### config.mk
export PLATFORM = sky130hd
export DESIGN_NAME = mrc_front
export DESIGN_NICKNAME = d
export VERILOG_FILES = /design/src/hdl/mrc_pkg.sv /design/src/hdl/mrc_front.sv
export SDC_FILE = /design/constraint.sdc
export NUM_CORES = 2
export LEC_CHECK = 0
export BUFFER_PORTS_ARGS = -buffer_cell sky130_fd_sc_hd__buf_2
export CAP_MARGIN = 15
export CORE_MARGIN = 4
export CORE_UTILIZATION = 30
export DETAILED_ROUTE_END_ITERATION = 6
export MAX_ROUTING_LAYER = met4
export PLACE_DENSITY_LB_ADDON = 0.3
export SLEW_MARGIN = 30
export SYNTH_ARGS = -nofsm -noshare
export SYNTH_HDL_FRONTEND = slang
export SYNTH_SLANG_ARGS = --single-unit
### constraint.sdc
create_clock -name clk -period 6.8 [get_ports clk]
set_input_delay 0.68 -clock clk [delete_from_list [all_inputs] [get_ports clk]]
set_output_delay 0.68 -clock clk [all_outputs]
set_load 0.02 [all_outputs]
### src/hdl/mrc_pkg.sv
// Shared types, constants and helpers for the mixed radix index converter.
package mrc_pkg;

    // Field and stride widths fixed by the item format.
    localparam int unsigned FIELD_W   = 32;
    localparam int unsigned STRIDE_W  = 31;
    localparam int unsigned CFG_IDX_W = 2;

    // Configuration register indexes.
    localparam logic [CFG_IDX_W-1:0] CFG_STRIDE_OUTER  = 2'd0;
    localparam logic [CFG_IDX_W-1:0] CFG_STRIDE_SECOND = 2'd1;
    localparam logic [CFG_IDX_W-1:0] CFG_STRIDE_THIRD  = 2'd2;

    // Operation codes.
    localparam logic OP_PACK   = 1'b0;
    localparam logic OP_UNPACK = 1'b1;

    // Pipeline depths: front end, three restoring dividers, output register.
    localparam int unsigned FRONT_STAGES = 3;
    localparam int unsigned DIV_STAGES   = FIELD_W;
    localparam int unsigned LATENCY      = FRONT_STAGES + 3 * DIV_STAGES + 1;

    // One input item.
    typedef struct packed {
        logic                      op;
        logic signed [FIELD_W-1:0] start_a;
        logic signed [FIELD_W-1:0] start_b;
        logic signed [FIELD_W-1:0] start_c;
        logic signed [FIELD_W-1:0] start_d;
        logic signed [FIELD_W-1:0] offset_a;
        logic signed [FIELD_W-1:0] offset_b;
        logic signed [FIELD_W-1:0] offset_c;
        logic signed [FIELD_W-1:0] offset_d;
        logic signed [FIELD_W-1:0] linear_index;
    } request_t;

    // One result item.
    typedef struct packed {
        logic signed [FIELD_W-1:0] packed_index;
        logic signed [FIELD_W-1:0] coord_a;
        logic signed [FIELD_W-1:0] coord_b;
        logic signed [FIELD_W-1:0] coord_c;
        logic signed [FIELD_W-1:0] coord_d;
    } result_t;

    // Sideband that rides along the divider chain with each item.
    typedef struct packed {
        logic               op;
        logic               neg;
        logic [FIELD_W-1:0] packed_index;
        logic [FIELD_W-1:0] quot_a;
        logic [FIELD_W-1:0] quot_b;
    } side_t;

    // Two's complement negation of a field-wide value.
    function automatic logic [FIELD_W-1:0] negate(input logic [FIELD_W-1:0] v);
        return ~v + {{(FIELD_W-1){1'b0}}, 1'b1};
    endfunction

endpackage

### src/hdl/mrc_front.sv
// Front end: pack arithmetic in three stages and the magnitude of the unpack index.
module mrc_front #(
    parameter int unsigned INDEX_WIDTH = 32
) (
    input  logic                                  clk,
    input  logic                                  rst_n,
    input  logic                                  in_valid,
    input  mrc_pkg::request_t                     in_item,
    input  logic [mrc_pkg::STRIDE_W-1:0]          stride_outer,
    input  logic [mrc_pkg::STRIDE_W-1:0]          stride_second,
    input  logic [mrc_pkg::STRIDE_W-1:0]          stride_third,
    output logic                                  out_valid,
    output mrc_pkg::side_t                        out_side,
    output logic [mrc_pkg::FIELD_W-1:0]           out_mag
);

    // Only the low bits of the wrapped sum reach the 32-bit result.
    localparam int unsigned PACK_W = (INDEX_WIDTH < mrc_pkg::FIELD_W) ?
                                     INDEX_WIDTH : mrc_pkg::FIELD_W;
    localparam int unsigned MUL_W  = PACK_W + mrc_pkg::STRIDE_W;

    logic [2:0] vld_reg;

    // Stage 1 registers.
    logic                        op1_reg;
    logic                        neg1_reg;
    logic [mrc_pkg::FIELD_W-1:0] mag1_reg;
    logic [PACK_W-1:0]           sum_a_reg;
    logic [PACK_W-1:0]           sum_b_reg;
    logic [PACK_W-1:0]           sum_c_reg;
    logic [PACK_W-1:0]           sum_d_reg;

    // Stage 2 registers.
    logic                        op2_reg;
    logic                        neg2_reg;
    logic [mrc_pkg::FIELD_W-1:0] mag2_reg;
    logic [PACK_W-1:0]           prod_a_reg;
    logic [PACK_W-1:0]           prod_b_reg;
    logic [PACK_W-1:0]           prod_c_reg;
    logic [PACK_W-1:0]           term_d_reg;

    // Stage 3 registers.
    mrc_pkg::side_t              side3_reg;
    logic [mrc_pkg::FIELD_W-1:0] mag3_reg;

    // Stage 1 logic.
    logic [mrc_pkg::FIELD_W-1:0] sum_full_a;
    logic [mrc_pkg::FIELD_W-1:0] sum_full_b;
    logic [mrc_pkg::FIELD_W-1:0] sum_full_c;
    logic [mrc_pkg::FIELD_W-1:0] sum_full_d;
    logic                        neg1_next;
    logic [mrc_pkg::FIELD_W-1:0] mag1_next;

    // Stage 2 logic.
    logic [MUL_W-1:0]            mul_a;
    logic [MUL_W-1:0]            mul_b;
    logic [MUL_W-1:0]            mul_c;

    // Stage 3 logic.
    logic [PACK_W-1:0]           total;
    mrc_pkg::side_t              side3_next;

    // Element-wise sums and the sign and magnitude of the index.
    always_comb
    begin
        sum_full_a = in_item.start_a + in_item.offset_a;
        sum_full_b = in_item.start_b + in_item.offset_b;
        sum_full_c = in_item.start_c + in_item.offset_c;
        sum_full_d = in_item.start_d + in_item.offset_d;
        neg1_next  = in_item.linear_index[mrc_pkg::FIELD_W-1];
        mag1_next  = neg1_next ? mrc_pkg::negate(in_item.linear_index) :
                                 in_item.linear_index;
    end

    // One product per strided coordinate.
    always_comb
    begin
        mul_a = sum_a_reg * stride_outer;
        mul_b = sum_b_reg * stride_second;
        mul_c = sum_c_reg * stride_third;
    end

    // Final sum, zero-extended to the field width.
    always_comb
    begin
        total                               = prod_a_reg + prod_b_reg + prod_c_reg + term_d_reg;
        side3_next                          = '0;
        side3_next.op                       = op2_reg;
        side3_next.neg                      = neg2_reg;
        side3_next.packed_index[PACK_W-1:0] = total;
    end

    // Valid bits.
    always_ff @(posedge clk or negedge rst_n)
    begin
        if (!rst_n)
        begin
            vld_reg <= '0;
        end
        else
        begin
            vld_reg <= {vld_reg[1:0], in_valid};
        end
    end

    // Payload stages.
    always_ff @(posedge clk)
    begin
        op1_reg    <= in_item.op;
        neg1_reg   <= neg1_next;
        mag1_reg   <= mag1_next;
        sum_a_reg  <= sum_full_a[PACK_W-1:0];
        sum_b_reg  <= sum_full_b[PACK_W-1:0];
        sum_c_reg  <= sum_full_c[PACK_W-1:0];
        sum_d_reg  <= sum_full_d[PACK_W-1:0];

        op2_reg    <= op1_reg;
        neg2_reg   <= neg1_reg;
        mag2_reg   <= mag1_reg;
        prod_a_reg <= mul_a[PACK_W-1:0];
        prod_b_reg <= mul_b[PACK_W-1:0];
        prod_c_reg <= mul_c[PACK_W-1:0];
        term_d_reg <= sum_d_reg;

        side3_reg  <= side3_next;
        mag3_reg   <= mag2_reg;
    end

    assign out_valid = vld_reg[2];
    assign out_side  = side3_reg;
    assign out_mag   = mag3_reg;

endmodule

==> summary.md <==
| Metric | Value |
|---|---|
| Status | `finished with violations` |
| Failing checks | `negative setup slack` |
| Cts bufs inserted | `50` |
| Initial Utilization | `30.2%` |
| Slew headroom | `31.9%` |
| Largest family of logic cells by synthesized area | `adder cells` |
| Total track usage | `18.6%` |
| Synth warn | `0` |
| Drt first pass iters | `5` |
| Synth unique cells | `69` |
| Routed vias/inst | `4.59` |
| Setup crit start kind | `flip-flop` |
| Max reg flops | `34` |
| Multi-input combinational cell area | `0.0511 sq mm` |
| Setup total negative slack | `-211 ps` |
| Clock tree buffer depth | `3` |
| Multiplexer share of the synthesized area | `0%` |
| WL/cell | `19.1 um` |
| Post-Route Skew | `103 ps` |
| R2R depth | `23` |
| Storage cell area | `0.00799 sq mm` |
| Adder-cell share of the synthesized area | `50.6%` |
| Critical path type | `flip-flop to flip-flop` |
| Htree depth | `2` |
| Simple-gate share of the synthesized area | `16.1%` |
| Cell area after placement | `0.0727 sq mm` |
| RSZ-0062 raised after global routing | `true` |
| #FFs+latches synth | `393` |
| Asr flop ratio synth | `0.763%` |
| Slew Limit Fails | `0` |
| Routed wire length | `199 mm` |
| Xor/xnor share of the synthesized area | `5.75%` |
| Mapped Cells | `6783` |
| Worst-Margin Slew | `1010 ps` |
| Sequential fraction of the synthesis area | `12.3%` |
| Min-Delay Path Class | `input port to flip-flop` |
| Root Driver | `clkbuf_16` |
| CTS tree | `yes` |
| Core Region | `0.212 sq mm` |
| Compound-gate portion of the synthesized area | `6.25%` |
| Yosys top cell area share | `40.5%` |
| CTS Sinks | `393` |
| DP Wirelength | `173 mm` |
| Syn-to-layout area delta | `17.7%` |
| Final Instance Area | `0.0753 sq mm` |
| Grt total ovfl | `0` |
| I/O pin count | `516` |
| Max cap viols | `0` |
| IO buf count | `451` |
| Syn_area_per_cell | `9.43 sq um` |
| Worst Path Arrival | `7430 ps` |
| Post-synth EDFFs | `0` |
| Number of nets in the layout | `9728` |
| WHS Path Cells | `1` |
| DIE WIDTH | `470 um` |
| DRT antenna net count | `0` |
| Row count | `169` |
| Maximum fanout along the worst path | `4` |
| Dominant cell type by area after synthesis | `fa_1` |
| Fmax | `145 MHz` |
| Largest net degree at the start of global routing | `34` |
| Die H | `470 um` |
| Critical Path Sink Type | `flip-flop` |
| DRT iter0 DRCs | `2348` |
| Ratio of cells with drive above 1 in the final layout | `16.2%` |
| Vias in the first global route | `52.2k` |
| Hold Fails Final Rpt | `0` |
| Worst setup margin | `-98.1 ps` |
| Die ar. | `0.221 sq mm` |
| Clk pin slew, worst setup/hold paths | `70 ps` |
| Residual DRC | `0` |
| Final worst-path cycle share | `101%` |
| Initial antenna violation count | `26` |
| CP required | `7330 ps` |
| Fillers | `21.7k` |
| Vias after detailed routing | `47.8k` |
| First-pass GRT wire length | `310 mm` |
| Finish-stage setup viols | `3` |
| Final Wtd Congestion | `0.916` |
| Tmin final | `6900 ps` |
| Synth Flop Type | `dfxtp_1` |
| Top cells by area, synth | `fa_1, dfxtp_1, ha_1` |
| Syn Std Cell Area | `0.0640 sq mm` |
| Clk Latency, worst-skew pair | `740 ps` |
final timing paths:
path / start / end / slack [ps]
worst min register to register: sum_d_reg[27]$_DFF_P_ / term_d_reg[27]$_DFF_P_ / 270
max in group asynchronous: rst_n / vld_reg[0]$_DFF_PN0_ / 6330
worst max-delay path: sum_b_reg[11]$_DFF_P_ / prod_b_reg[31]$_DFF_P_ / -100
worst max register to register: sum_b_reg[11]$_DFF_P_ / prod_b_reg[31]$_DFF_P_ / -100
worst min-delay path: in_item[288] / op1_reg$_DFF_P_ / 140
min in group asynchronous: rst_n / vld_reg[2]$_DFF_PN0_ / 370
worst max-delay path, stage by stage, from the launching register on:
cell,delay (ps)
dfxtp_4,390
and2_4,160
fa_1,550
fa_1,430
fa_1,490
inv_1,50
fa_1,490
inv_2,40
fa_1,480
inv_1,50
fa_1,510
inv_2,50
fa_2,550
fa_2,440
ha_4,180
a21o_1,170
a21o_1,180
a2111oi_4,330
o311ai_2,190
a21oi_2,270
o21ai_4,120
a2111oi_4,390
o41ai_2,120
xnor2_1,140
area by class of cell:
type	count	area share (%)
inverter	1151	5.74
antenna	24	0.0798
clock inverter	33	0.578
timing repair buffer	963	8.64
sequential	393	10.6
tap	2821	4.69
clock buffer	61	1.80
multi-input combinational	4975	67.9
through the flow:
stage	hold WS, ps	util [%]	instances	worst slack (ps)
6_report	144	35.5	10421	-98.1
2_1_floorplan	310	-	6846	-178
3_5_place_dp	312	34.3	10283	-589
4_1_cts	58.6	35.2	10379	-135
5_1_grt	93.5	35.5	10413	-321
3_3_place_gp	310	34.3	10283	-562
synth_stat cells, types with 27 or more instances:
cell type  number
o21ai_0       121
fa_1         1293
xnor2_1       346
xor2_1         74
inv_1        1151
nand3_1        45
clkbuf_1      261
buf_4          64
a211oi_1       27
a21o_1         87
and2_1        796
o21a_1         38
ha_1          516
a21oi_1       198
nor2_1        135
nand2_1       897
nor3_1         39
nand2b_1       32
dfxtp_1       390
logic make-up (layout without fill, tap and decap cells):
family                   count (synthesis)  count (layout)
AND/OR/NAND/NOR                       2058            2058
adder cells (fa/ha/maj)               1809            1809
buffers and inverters                 1478            2208
AO/OA/AOI/OAI                          624             624
XOR/XNOR                               420             420
flip-flops                             393             393
other                                    1              88
cells in the final DEF (no fill, tap or decap), types with 18 or more instances in the layout:
| cell | n |
|---|---|
| a211oi_1 | 26 |
| a21o_1 | 87 |
| a21oi_1 | 188 |
| and2_1 | 786 |
| and3_1 | 18 |
| buf_12 | 25 |
| buf_2 | 451 |
| buf_4 | 469 |
| clkbuf_16 | 51 |
| conb_1 | 64 |
| dfxtp_1 | 348 |
| dfxtp_2 | 20 |
| dfxtp_4 | 22 |
| diode_2 | 24 |
| fa_1 | 1274 |
| fa_2 | 19 |
| ha_1 | 505 |
| inv_1 | 1140 |
| nand2_1 | 896 |
| nand2b_1 | 32 |
| nand3_1 | 43 |
| nor2_1 | 131 |
| nor2b_1 | 21 |
| nor3_1 | 37 |
| o21a_1 | 38 |
| o21ai_0 | 111 |
| o21bai_1 | 26 |
| o31ai_1 | 19 |
| xnor2_1 | 344 |
| xor2_1 | 74 |
layer usage:
metal | GRT usage, % | vias up | share of wire, %
met1 | 24.0 | 24362 | 44
met5 | - | - | 0
met3 | 2.01 | 248 | 4.9
met2 | 30.2 | 1196 | 47
met4 | 6.97 | 0 | 4.6
li1 | - | 22032 | -
timing repair:
item                                    CTS  global route
hold endpoints to repair                  4             0
gates resized for setup                  62           130
pin swaps                                14            60
endpoints found under the setup margin   13            26
hold buffers                              2             0
gates cloned                              0             1
setup buffers                             3            18
Power is left out: the tool's default activity adds up to more than one toggle a clock period on the data nets, which glitch-free logic cannot reach.
